File: src/rtl/per_key_interval_merge_index_unit_macros.svh
// Assertion macros for the per-key interval merge index unit.
`ifndef PER_KEY_INTERVAL_MERGE_INDEX_UNIT_MACROS_SVH
`define PER_KEY_INTERVAL_MERGE_INDEX_UNIT_MACROS_SVH
`ifndef ASSERT_OFF
`define PKIMI_ASSERT(lbl, prop) \
  lbl: assert property (@(posedge clk) disable iff (!rst_n) prop) \
    else $error("assertion failed");
`define PKIMI_ASSERT_ALWAYS(lbl, prop) \
  lbl: assert property (@(posedge clk) prop) else $error("assertion failed");
`else
`define PKIMI_ASSERT(lbl, prop)
`define PKIMI_ASSERT_ALWAYS(lbl, prop)
`endif
`endif

File: src/rtl/pkimi_ram.sv
// Simple dual-port RAM with registered read data.
`default_nettype none
module pkimi_ram #(
  parameter int W = 8,
  parameter int DEPTH = 16,
  parameter int AW = $clog2(DEPTH)
) (
  input  wire logic          clk,
  input  wire logic          we,
  input  wire logic [AW-1:0] waddr,
  input  wire logic [W-1:0]  wdata,
  input  wire logic [AW-1:0] raddr,
  output logic      [W-1:0]  rdata
);
  logic [W-1:0] mem [DEPTH];

  always_ff @(posedge clk) begin
    if (we) begin
      mem[waddr] <= wdata;
    end
    rdata <= mem[raddr];
  end
endmodule
`default_nettype wire

File: config.mk
export PLATFORM = sky130hd
export DESIGN_NAME = pkimi_ram
export DESIGN_NICKNAME = d
export VERILOG_FILES = /design/src/rtl/per_key_interval_merge_index_unit_macros.svh /design/src/rtl/pkimi_ram.sv
export SDC_FILE = /design/constraint.sdc
export NUM_CORES = 1
export LEC_CHECK = 0
export ABC_AREA = 1
export BUFFER_PORTS_ARGS = -buffer_cell sky130_fd_sc_hd__buf_4
export CORE_MARGIN = 3
export CORE_UTILIZATION = 61
export CTS_CLUSTER_DIAMETER = 50
export DETAILED_ROUTE_END_ITERATION = 10
export PLACE_DENSITY = 0.9
export SYNTH_ARGS = -nofsm -noshare
export SYNTH_HDL_FRONTEND = slang
export SYNTH_SLANG_ARGS = --single-unit
File: constraint.sdc
create_clock -name clk -period 3.2 [get_ports clk]
set_input_delay 0.64 -clock clk [delete_from_list [all_inputs] [get_ports clk]]
set_output_delay 0.64 -clock clk [all_outputs]
set_load 0.02 [all_outputs]
# Word level (Yosys, flattened, before mapping)
# Memories as Yosys holds them, arrays and structs flattened. A register that Yosys moved wholly into a read port is not among the register bits.
# Cells that the tools add are included.
# op_classes
n_eq_ne,0
magnitude_cmp,0
n_reduce_logical,0
add_sub_neg,0
shifts,0
bitwise,0
mul,0
n_div,0
muxes,2
# ops
cell,count
1-bit 2-to-1 mux,2
# word_totals
latchBits,0
ram_bits,128
elab_cells,3
romBits,0
register_bits,0
output_inout_bits,8
input_bits,18
memories,1
# mem_list
memory,depth,width,rd,rd_clocked_by_memory_dff,write_ports,line_no,source
mem,16,8,1,1,1,pkimi_ram.sv:15,logic [W-1:0] mem [DEPTH];

# Longest topological paths before layout
# logic_depth
word_depth,2
ltp_mapped,8
mapped_depth_nobuf,7

# Worst setup path after synthesis
# No wires, ideal clock.
# synth_path
path_kind,input -> register
start,input port waddr[2]
end,"memory mem[10][0], enable pin"
arrival_ns,1.221
path_stages,2
t_required_ns,2.830
setup_ns,0.370
slack_ns,1.609
n_path_buf,0
path_cell_list,nand3b_1 > nor2_1
# synth_lines
element,line_no,source
from (decl),pkimi_ram.sv:10,"input wire logic [AW-1:0] waddr,"
to (decl),pkimi_ram.sv:15,
# No word-level cell before the write port.

==> results.md <==
* Synth cell count leaders: 173 x nand2_1, 128 x edfxtp_1, 100 x inv_1
* Final Cycle Share at 58.06%
* Post-Syn Nets at 569
* Drt pass-1 iters at 5
* Core Rows at 34
* Initial drt markers at 694
* Final hold violation count at 0
* Commonest register cell after synthesis: edfxtp_1
* Crit-path cells: buf_4 > inv_2 > nand2_1 > nand3_1 > nand3_1 > nand3_1 > nand2_1
* Worst r2r dst: rdata[3]$_DFF_P_
* Critical path's largest stage delay at 770 ps
* Crit. End Element: register
* GR Util All Layers at 28.13%
* CTS tree: done
* Routed Wire Length at 13,920 µm
* Synth unique cells at 12
* Area Overhead vs Synth at 12.06%
* Synth warn at 0
* Finished Layout Cells at 693
* Worst skew pair latency at 520 ps
* Startpoint of the worst hold path: wdata[3]
* Leakage power at 2.802 nW
* Reg2reg setup slack at 2050 ps
* Synth Register Bits at 136
* Syn_area_per_cell at 10.47 µm²
* Hold Crit Endpoint: mem[8][3]$_DFFE_PP_
* Avg WL per Cell at 20.09 µm
* Vias in the first global route at 4,056
* Pint at 3.126 mW
* Initial antenna violation count at 0
* RSZ-0062 raised after global routing: no
* Total gr overflow at 0
* Hold depth at 1
* Max Clk Rate at 0.5383 GHz
* Top post-synthesis cells by area: edfxtp_1 67%, nand2_1 11%, nand3_1 8.4%
* First-pass GRT wire length at 21,650 µm
* Post-layout util at 72.34%
* Mapped Cells at 551
* Dominant cell type by area after synthesis: edfxtp_1
* GP Congestion at 0.8256
* H-tree depth at 4
* Max Slew Vio Count at 0
* Diode count at 0
* Final antenna-violating net count at 0
* CP arrival at 2270 ps
* Sw power at 911.3 µW
* R2R cell count at 6
* CP Data Required Time at 3620 ps
* Switching share of power at 22.57%
* Fraction of registers with async set/reset at 0%
* Starting Density at 64.55%
* IR Drop Worst-Case VDD at 0.4129 mV
* Slew HR at 27.07%
* DP Cell Count at 661
* Number of enable flip-flop cells after synthesis at 128
* # Post-CTS Setup Buffers at 0
* Maximum Capacitance Violations at 0
* Longest Clk Path Bufs at 2
* Die Width at 103.2 µm
* Crit path kind: primary input to register
* Seq/Total Area, Yosys at 69.43%
* Outcome: completed
* DR DRC count at 0
* Io pins at 26
* CP Launch Type: primary input
* Sink Count at 136
* Worst-margin pin slew at 1092 ps
* Die Ht at 103.2 µm
* PostCTS Resize Cnt at 0
* Worst hold path class: primary input to register
* Dominant cell by count in the synthesized netlist: nand2_1
* Layout cells sized above 1 at 9.573%
* Worst Path Max Fanout at 64
* Hold_ws at 460.6 ps
* Largest net degree at the start of global routing at 65
* Gate power share at 6.6%
* Flop pwr share at 49.7%
* Core area at 8934 µm²
* Final nets at 590
* Placed Area at 5931 µm²
* CP dominant cell by count: nand3_1
* Clk slew on worst S/H paths at 60 ps
* Vias at 4,117
* RR Startpoint: mem[2][3]$_DFFE_PP_
* Clock Skew at 6.526 ps
* DP HPWL at 7707 µm
* CTS Buf Count at 17
* CTS root buf: clkbuf_8
* Port bufs at 25
* Critical Path Slowest Stage Cell: inv_2
* Top cell type's share of synthesized area at 66.65%
* Pwr dens at 624.8 nW/µm²
* Number of hold buffers added after CTS at 0
* Die ar. at 10,660 µm²
* Post-route minimum period at 1858 ps
* Synth Cell Area at 5767 µm²
* Final Cell Area at 6462 µm²
* Via density at 5.941
* Endpoints failing setup at 0
* TNS Setup at 0 ps
* Clock network fraction of total power at 43.7%
==> critical path, delay by kind of cell <==
| kind | cells | cell delay [ps] |
|---|---|---|
| AND/OR/NAND/NOR | 5 | 720 |
| buffers and inverters | 2 | 890 |
==> registers in the layout, summed over array words and instances, names as in the netlist <==
register	count
mem	128
rdata	8
==> per-layer routing <==
metal / share of wire [%] / vias up / wire [µm] / GRT usage [%]
li1: - / 1815 / - / -
met1: 35 / 1903 / 4855 / 36.59
met2: 49 / 351 / 6860 / 45.09
met3: 13 / 48 / 1830 / 8.249
met4: 2.7 / 0 / 373 / 11.16
met5: 0 / - / 0 / 0
==> worst max path at each step <==
| stage | slack, ps | endpoint | start |
|---|---|---|---|
| 2_1_floorplan | 1610 | mem[10][0]$_DFFE_PP_ | waddr[2] |
| 3_3_place_gp | 990 | rdata[4]$_DFF_P_ | raddr[0] |
| 6_report | 1340 | rdata[4]$_DFF_P_ | raddr[0] |
| 3_5_place_dp | 940 | rdata[4]$_DFF_P_ | raddr[0] |
| 4_1_cts | 1410 | rdata[4]$_DFF_P_ | raddr[0] |
| 5_1_grt | 1280 | rdata[3]$_DFF_P_ | raddr[0] |
==> kinds of logic after synthesis <==
group,after synthesis,share of synthesized area [%]
flops,136,69.43
buf+inv,126,9.525
simple gates,289,21.05
==> final cells by class <==
| type | instances | area (µm²) |
|---|---|---|
| inverters | 102 | 382.9 |
| fillers | 523 | 2471 |
| repair buffers | 26 | 195.2 |
| clock buffers | 22 | 452.9 |
| flip-flops and latches | 136 | 4004 |
| well taps | 108 | 135.1 |
| clock inverters | 10 | 78.83 |
| multi-input cells | 289 | 1214 |
==> metrics by stage <==
stage	setup WS (ps)	power, mW
floorplan	1609	2.193
global placement	991.2	2.281
detailed placement	936.5	2.292
CTS	1414	4.027
global route	1285	4.142
finish	1342	4.038
==> layout by cell type (no fill, tap or decap) <==
| cell | instances |
|---|---|
| clkbuf_8 | 3 |
| dfxtp_1 | 8 |
| clkinv_2 | 6 |
| inv_1 | 100 |
| buf_4 | 26 |
| bufinv_16 | 1 |
| clkbuf_16 | 16 |
| nor2_1 | 17 |
| nand3_1 | 97 |
| nand2_1 | 173 |
| inv_2 | 2 |
| nand3b_1 | 2 |
| clkinv_1 | 1 |
| clkbuf_1 | 3 |
| edfxtp_1 | 128 |
| clkinvlp_4 | 2 |
==> power groups by stage <==
stage / sequential (mW) / combinational, mW / clock (mW)
final: 2.01 / 0.266 / 1.77
after global routing: 2.01 / 0.284 / 1.85
after CTS: 2.01 / 0.260 / 1.76
after detailed placement: 2.04 / 0.251 / 0
after global placement: 2.04 / 0.241 / 0
after floorplan: 2.05 / 0.140 / 0
(Power assumes the default switching activity.)
