File: config.mk
export PLATFORM = sky130hd
export DESIGN_NAME = pkimi_cmp
export DESIGN_NICKNAME = d
export VERILOG_FILES = /design/src/rtl/per_key_interval_merge_index_unit_macros.svh /design/src/rtl/pkimi_pkg.sv /design/src/rtl/pkimi_cmp.sv
export SDC_FILE = /design/constraint.sdc
export NUM_CORES = 1
export LEC_CHECK = 0
export ABC_CLOCK_PERIOD_IN_PS = 2900
export BUFFER_PORTS_ARGS = -buffer_cell sky130_fd_sc_hd__buf_2
export CAP_MARGIN = 20
export CORE_AREA = 2 2 100 102
export DETAILED_ROUTE_END_ITERATION = 10
export DIE_AREA = 0 0 102 104
export GPL_TIMING_DRIVEN = 0
export PLACE_DENSITY_LB_ADDON = 0.12
export SLEW_MARGIN = 20
export SYNTH_ARGS = -nofsm -noshare
export SYNTH_HDL_FRONTEND = slang
export SYNTH_SLANG_ARGS = --single-unit
File: constraint.sdc
create_clock -name vclk -period 2.9
set_input_delay 0.58 -clock vclk [all_inputs]
set_output_delay 0.58 -clock vclk [all_outputs]
set_load 0.05 [all_outputs]
File: src/rtl/per_key_interval_merge_index_unit_macros.svh
// Assertion macros for the per-key interval merge index unit.
`ifndef PER_KEY_INTERVAL_MERGE_INDEX_UNIT_MACROS_SVH
`define PER_KEY_INTERVAL_MERGE_INDEX_UNIT_MACROS_SVH
`ifndef ASSERT_OFF
`define PKIMI_ASSERT(lbl, prop) \
  lbl: assert property (@(posedge clk) disable iff (!rst_n) prop) \
    else $error("assertion failed");
`define PKIMI_ASSERT_ALWAYS(lbl, prop) \
  lbl: assert property (@(posedge clk) prop) else $error("assertion failed");
`else
`define PKIMI_ASSERT(lbl, prop)
`define PKIMI_ASSERT_ALWAYS(lbl, prop)
`endif
`endif

File: src/rtl/pkimi_pkg.sv
// Shared types and constants of the per-key interval merge index unit.
`default_nettype none
package pkimi_pkg;
  localparam int KEY_COUNT = 128;
  localparam logic [6:0] KEY_LAST = 7'd127;
  localparam logic signed [63:0] TS_MAX = 64'sh7FFF_FFFF_FFFF_FFFF;

  localparam logic [1:0] OP_CLEAR = 2'd0;
  localparam logic [1:0] OP_ADD   = 2'd1;
  localparam logic [1:0] OP_FIN   = 2'd2;
  localparam logic [1:0] OP_QUERY = 2'd3;

  localparam logic [1:0] ST_OK      = 2'd0;
  localparam logic [1:0] ST_INVALID = 2'd1;
  localparam logic [1:0] ST_FULL    = 2'd2;

  typedef struct packed {
    logic lt_b;
    logic eq_b;
    logic lt_f;
  } cmp_res_t;
endpackage
`default_nettype wire

File: src/rtl/pkimi_cmp.sv
// Shared signed 64-bit comparator for begin and finish pairs.
`default_nettype none
module pkimi_cmp (
  input  wire logic signed [63:0] a_b,
  input  wire logic signed [63:0] a_f,
  input  wire logic signed [63:0] b_b,
  input  wire logic signed [63:0] b_f,
  output pkimi_pkg::cmp_res_t     res
);
  import pkimi_pkg::*;

  assign res.lt_b = a_b < b_b;
  assign res.eq_b = a_b == b_b;
  assign res.lt_f = a_f < b_f;
endmodule
`default_nettype wire

# Word-level counts from Yosys, hierarchy flattened
# Cells that the tools add are included.
op_classes:
  magnitude_cmp: 2
  eq_ne: 1
op_table:
  columns: ["operator", "count"]
  rows:
  - ["less-than comparator 64 bit", 2]
  - ["== test 64 bit", 1]
totals:
  input_bits: 256
  elab_cells: 3
  output_inout_bits: 3
  ff_bits: 0

# Logic depth before layout (Yosys ltp)
# Gate-level depths: netlist of run 1.
logic_depth:
  ltp_word: 1
  mapped_depth: 9
  mapped_depth_nobuf: 9

# Worst setup path before layout of run 1
# OpenSTA, ideal clock, no wires.
synth_path:
  kind: "in2out"
  startpoint: "in b_b[45]"
  endpoint: "out res[2] in the netlist's numbering"
  path_buffers: 0
  slack_ns: -0.389
  required_ns: 2.320
  cell_stages: 8
  t_arrival_ns: 2.709
  path_cell_list: "inv_1 ha_1 a21o_1 a21o_1 a222oi_1 a21oi_1 nor3_2 mux2i_1"
synth_lines:
  columns: ["element", "line", "rtl"]
  rows:
  - ["start: declaration", "pkimi_cmp.sv:6", "input wire logic signed [63:0] b_b,"]
  - ["end: declaration", "pkimi_cmp.sv:8", "output pkimi_pkg::cmp_res_t res"]

==> run summary, run 1 <==
## Cells and area
* post-layout net count: 1115
* fillcell total: 950
* share of cells above drive strength 1: 44.9%
* clock buffer instance count of the final layout: 0
* number of standard cells in the final layout excluding fillers: 864
* number of sequential storage elements: 0
* post-route design area: 5330 µm²
* area delta synth->final: 64.2%
* leading cell types in the layout, fill and taps excluded: sky130_fd_sc_hd__buf_2, sky130_fd_sc_hd__inv_1, sky130_fd_sc_hd__ha_1, sky130_fd_sc_hd__a21oi_1, sky130_fd_sc_hd__nand2_1
* final core utilization: 55.8%
* Storage cell area: 0 µm²
* most common library cell in the layout ignoring fill and taps: sky130_fd_sc_hd__buf_2

## Pwr
* PwrDens: 132 nW/µm²
* worst voltage drop across the vdd grid: 58.1 µV
* Clock Power Share: 0%
* switching share of power: 47.9%
* sequential power share: 0%
* Internal Power: 0.366 mW
* sw power: 0.337 mW
* leakage power: 3.22 nW
* combinational group share of total power: 100.0%

## Worst hold path
* kind of path behind the tightest hold check: in2out

## Floorplanning
* die outline area: 10600 µm²
* # IOs: 259
* die outline height: 104 µm
* Core ar.: 9550 µm²
* die boundary width: 102 µm
* Core Rows: 36
* Initial Util: 34.0%

## Yosys
* cell area after synthesis: 3250 µm²
* portion of the post-synthesis area used by sequential elements: 0%
* Yosys warning total: 0
* average instance area after synthesis: 7.04 µm²
* synthesized instance count: 461
* Netlist cell types: 33
* net count of the mapped netlist: 844

## Timing
* fmax: 0.328 GHz
* min Tclk post-route: 3.05 ns
* final count of hold timing violations: 0
* RSZ-0062 raised after global routing: yes
* Worst Slack Setup Final: -0.152 ns
* final period utilization: 105%
* measured slew at the worst slew-check pin: 0.354 ns
* final slew viol count: 0
* final setup vio count: 1
* Rel. slew slack: 75.8%

## Global routing
* via count of the first global-routing pass: 3998
* global routing usage summed across all routing layers: 17.8%
* maximum number of pins on one net before global-route repair: 6
* first-pass GRT wire length: 16.1 mm
* antenna violations before repair: 1
* overflow left after global routing: 0

## Critical path
* data required time at the worst endpoint: 2.32 ns
* kind of start point of the critical path: input port
* CP cell instances: buf_2 > ha_1 > nand4_1 > a21oi_4 > a2111oi_4 > a31oi_2 > nor3_2 > mux2i_4 > buf_6
* largest fanout on the critical path: 3
* Critical Path Sink Type: output port
* kind of critical path: in2out
* Critical-path top delay cell: sky130_fd_sc_hd__a2111oi_4
* crit-path max cell delay: 0.37 ns
* signal arrival time at the worst endpoint: 2.47 ns

## Flow run
* max-cap viol count: 0

## Place
* Area after DPL: 4770 µm²
* dpl hpwl: 9.36 mm
* final weighted congestion in routability-driven placement: 0.841
* Port Buf Inserts: 259
* placed cell count: 853

## Status
* run status: complete, but fails checks
* violations in the final reports: setup timing

## Drt
* total via count after detailed routing: 4004
* drt drc: 0
* DR iter-0 viols: 73
* via count normalized by instance count: 4.63
* total iterations of the first detailed-routing run: 4
* post-route antenna net violation count: 0
* post-detailed-routing wire length: 10.3 mm
* routed len/inst: 12.0 µm

## CTS
* cts-stage hold buffer count: 0

through the flow:
stage | TNS, ns | hold WS [ns] | setup slack (ns) | power [mW]
finish | -0.152 | 1.72 | -0.152 | 0.703
detailed placement | -0.655 | 1.77 | -0.342 | 0.599
floorplan | -0.00161 | 1.52 | -0.00161 | 0.343
global placement | -0.660 | 1.77 | -0.347 | 0.583
CTS | -0.148 | 1.66 | -0.148 | 0.649
global route | -0.349 | 1.73 | -0.294 | 0.805
critical path: cells and delay by family:
kind	cells	cell delay, ns
and+or+nand+nor	2	0.47
AOI/OAI and AO/OA	3	0.57
muxes	1	0.27
adders and majority gates	1	0.30
buffers and inverters	2	0.28
layout make-up:
cell class | count | area [µm²] | area share (%)
well taps | 133 | 166 | 3.12
repair buffers | 269 | 1440 | 27.1
multi-input cells | 331 | 3220 | 60.5
diodes | 1 | 2.50 | 0.0470
inverters | 130 | 493 | 9.25
cells in the mapped netlist, drive strengths merged, types with 2 or more instances:
| cell type | instances | share of area, % |
|---|---|---|
| a2111oi | 3 | 0.81 |
| a21boi | 2 | 0.46 |
| a21o | 10 | 2.3 |
| a21oi | 51 | 8.0 |
| a221oi | 4 | 1.1 |
| a22oi | 2 | 0.46 |
| a31oi | 4 | 0.77 |
| ha | 127 | 49 |
| inv | 130 | 15 |
| nand2 | 34 | 3.9 |
| nand3 | 14 | 2.2 |
| nand4 | 22 | 4.6 |
| nor2 | 17 | 2.0 |
| nor3 | 2 | 0.46 |
| nor4 | 6 | 2.3 |
| o21ai | 21 | 3.2 |
repair_timing:
item                                    in CTS  in global routing
resized for setup                           33                 45
setup buffers                                5                  5
cloned                                       0                  0
endpoints found under the setup margin       2                  3
pin swaps                                   19                 34
routing by layer:
metal / global-route usage, % / wire length [µm] / vias to the layer above
li1: - / - / 2138
met2: 34.7 / 5300 / 159
met5: 0 / 0 / -
met3: 3.02 / 880 / 14
met1: 19.7 / 4010 / 1693
met4: 3.33 / 151 / 0
kinds of logic (layout without fill, tap and decap cells):
kind of cell	Yosys count	after routing	share of synthesized area [%]
buffers and inverters	130	399	15.0
adder cells (fa/ha/maj)	127	127	49.0
AO/OA/AOI/OAI	101	101	18.2
AND/OR/NAND/NOR	101	101	17.3
XOR/XNOR	1	1	0.270
multiplexers	1	1	0.308
other	0	1	0
power by group through the flow:
stage	registers (mW)	clock network (mW)	logic, mW
after floorplan	0	0	0.343
after global placement	0	0	0.583
after detailed placement	0	0	0.599
after CTS	0	0	0.649
after global routing	0	0.0000000462	0.805
final	0	0.0000000462	0.703
worst paths after layout:
path | startpoint | endpoint | slack, ns | cells after the start
setup / recovery | a_b[29] | res[2] | -0.15 | 9
hold / removal | a_f[63] | res[0] | 1.72 | 5
Note: power is estimated with default switching activity, not from simulation.
==> run 2: changes to the inputs <==
--- a/config.mk
+++ b/config.mk
@@ -6,11 +6,11 @@
 export NUM_CORES = 1
 export LEC_CHECK = 0
 export ABC_CLOCK_PERIOD_IN_PS = 2900
-export BUFFER_PORTS_ARGS = -buffer_cell sky130_fd_sc_hd__buf_2
 export CAP_MARGIN = 20
-export CORE_AREA = 2 2 100 102
+export CORE_AREA = 2 2 101 103
 export DETAILED_ROUTE_END_ITERATION = 10
-export DIE_AREA = 0 0 102 104
+export DIE_AREA = 0 0 103 105
+export DONT_BUFFER_PORTS = 1
 export GPL_TIMING_DRIVEN = 0
 export PLACE_DENSITY_LB_ADDON = 0.12
 export SLEW_MARGIN = 20
==> run 2 against run 1 <==
Flip-flop and latch count stayed put; die area is 2.0% higher; largest cell class unchanged; power is 30% lower; design area is 26% lower; via count is 22% lower; sequential share of layout area stayed put; count of clock-buffer cells in the layout stayed put; maximum frequency is 2.5% higher; setup slack better by 0.073 ns; utilization is 15 points lower; worst hold slack worse by 0.27 ns; combinational power is 30% lower; the flow still finishes with violations (setup timing).
==> run summary, run 2 (synthesis gave the netlist of run 1 again) <==
## Status
* run status: complete, but fails checks
* violations in the final reports: setup timing

## Place
* dpl hpwl: 8.25 mm, -12%
* Port Buf Inserts: 0, -100%
* placed cell count: 594, -30%
* final weighted congestion in routability-driven placement: 0.844, +0.44%

## Global routing
* first-pass GRT wire length: 13.7 mm, -15%
* antenna violations before repair: 0, -1
* maximum number of pins on one net before global-route repair: 6, unchanged
* via count of the first global-routing pass: 3083, -23%
* overflow left after global routing: 0, unchanged
* global routing usage summed across all routing layers: 15.4%, -2.4 points

## Cells and area
* Diodes inserted: 0, -1
* post-layout net count: 858, -23%
* leading cell types in the layout, fill and taps excluded: sky130_fd_sc_hd__inv_1, sky130_fd_sc_hd__ha_1, sky130_fd_sc_hd__a21oi_1, sky130_fd_sc_hd__nand2_1, sky130_fd_sc_hd__ha_4
* number of sequential storage elements: 0, unchanged
* area delta synth->final: 21.7%
* most common library cell in the layout ignoring fill and taps: sky130_fd_sc_hd__inv_1
* Storage cell area: 0 µm², unchanged
* share of cells above drive strength 1: 14.8%, -30 points
* clock buffer instance count of the final layout: 0, unchanged
* number of standard cells in the final layout excluding fillers: 606, -30%

## Pwr
* combinational group share of total power: 100.0%, about the same
* worst voltage drop across the vdd grid: 54.0 µV, -6.9%
* sequential power share: 0%, unchanged
* switching share of power: 53.5%, +5.6 points
* total power consumption of the routed design: 0.492 mW, -30%
* PwrDens: 125 nW/µm², -5.6%
* sw power: 0.263 mW, -22%
* Clock Power Share: 0%, unchanged
* Internal Power: 0.229 mW, -38%
* leakage power: 2.18 nW, -32%

## Critical path
* CP cell instances: inv_1 > ha_4 > nand2_2 > nor4_4 > nand4_1 > nand3b_4 > a21oi_4 > nor3_4 > mux2i_4
* CP Buf/Inv Count: 1, -1
* kind of critical path: in2out
* signal arrival time at the worst endpoint: 2.40 ns, -0.07 ns
* kind of start point of the critical path: input port
* cell family contributing the most delay on the critical path: simple AND/OR/NAND/NOR gates
* data required time at the worst endpoint: 2.32 ns, about the same
* largest fanout on the critical path: 3, unchanged
* Critical Path Sink Type: output port
* crit-path max cell delay: 0.41 ns, +0.04 ns
* Critical-path top delay cell: sky130_fd_sc_hd__mux2i_4

## Timing
* fmax: 0.336 GHz, +2.5%
* measured slew at the worst slew-check pin: 0.455 ns, +0.101 ns
* final setup vio count: 2, +1
* min Tclk post-route: 2.98 ns, -0.0734 ns
* final period utilization: 103%, -2.5 points
* worst-case hold slack: 1.45 ns, -0.268 ns
* final count of hold timing violations: 0, unchanged
* final slew viol count: 0, unchanged
* Rel. slew slack: 69.0%, -6.8 points
* Worst Slack Setup Final: -0.0782 ns, +0.0734 ns
* RSZ-0062 raised after global routing: yes

## Drt
* total via count after detailed routing: 3105, -22%
* DR iter-0 viols: 53, -27%
* post-detailed-routing wire length: 9.07 mm, -12%
* routed len/inst: 15.0 µm, +25%
* via count normalized by instance count: 5.12, +11%
* total iterations of the first detailed-routing run: 4, unchanged
* drt drc: 0, unchanged
* post-route antenna net violation count: 0, unchanged

## Floorplanning
* die boundary width: 103 µm, +0.98%
* die outline height: 105 µm, +0.96%
* # IOs: 259, unchanged
* Initial Util: 33.7%, -0.32 points
* Core Rows: 36, unchanged
* die outline area: 10800 µm², +2.0%
* Core ar.: 9640 µm², +0.94%

## Flow run
* max-cap viol count: 0, unchanged

## Worst hold path
* kind of path behind the tightest hold check: in2out

run 2: per-stage QoR:
step / setup TNS [ns] / setup WS [ns] / utilization (%) / cell area [µm²]
global route: -0.315 / -0.203 / 41.0 / 3950
floorplan: -0.00161 / -0.00161 / - / 3310
detailed placement: -0.710 / -0.269 / 36.0 / 3470
CTS: -0.132 / -0.103 / 40.0 / 3850
finish: -0.0983 / -0.0782 / 41.0 / 3950
global placement: -0.785 / -0.290 / 36.0 / 3470
run 2: final cells by class:
type	count	area, µm²
Tap cell	133	166
Inverter	130	541
Multi-Input combinational cell	331	3150
Fill cell	1029	5690
Timing Repair Buffer	12	90.1
run 2: what timing repair did:
item	in CTS	in global routing
hold endpoints to repair	0	0
hold buffers	0	0
setup endpoints to repair	3	3
pin swaps	33	14
setup buffers	8	4
resized for setup	62	11
run 2: worst paths after layout:
kind | start | to | slack (ns) | depth (start not counted)
hold / removal | a_f[63] | res[0] | 1.45 | 2
setup / recovery | b_b[59] | res[2] | -0.08 | 9
run 2: per-layer routing:
metal / up-vias / routed length [µm] / part of all wire (%) / global-route usage (%)
li1: 1618 / - / - / -
met2: 150 / 4820 / 53 / 31.4
met5: - / 0 / 0 / 0
met3: 8 / 758 / 8.4 / 3.01
met1: 1329 / 3390 / 37 / 16.1
met4: 0 / 101 / 1.1 / 1.41
run 2: power by group through the flow:
stage / sequential (mW) / combinational (mW) / clock, mW
4_1_cts: 0 / 0.478 / 0
5_1_grt: 0 / 0.575 / 0
2_1_floorplan: 0 / 0.343 / 0
3_3_place_gp: 0 / 0.417 / 0
3_5_place_dp: 0 / 0.426 / 0
6_report: 0 / 0.492 / 0
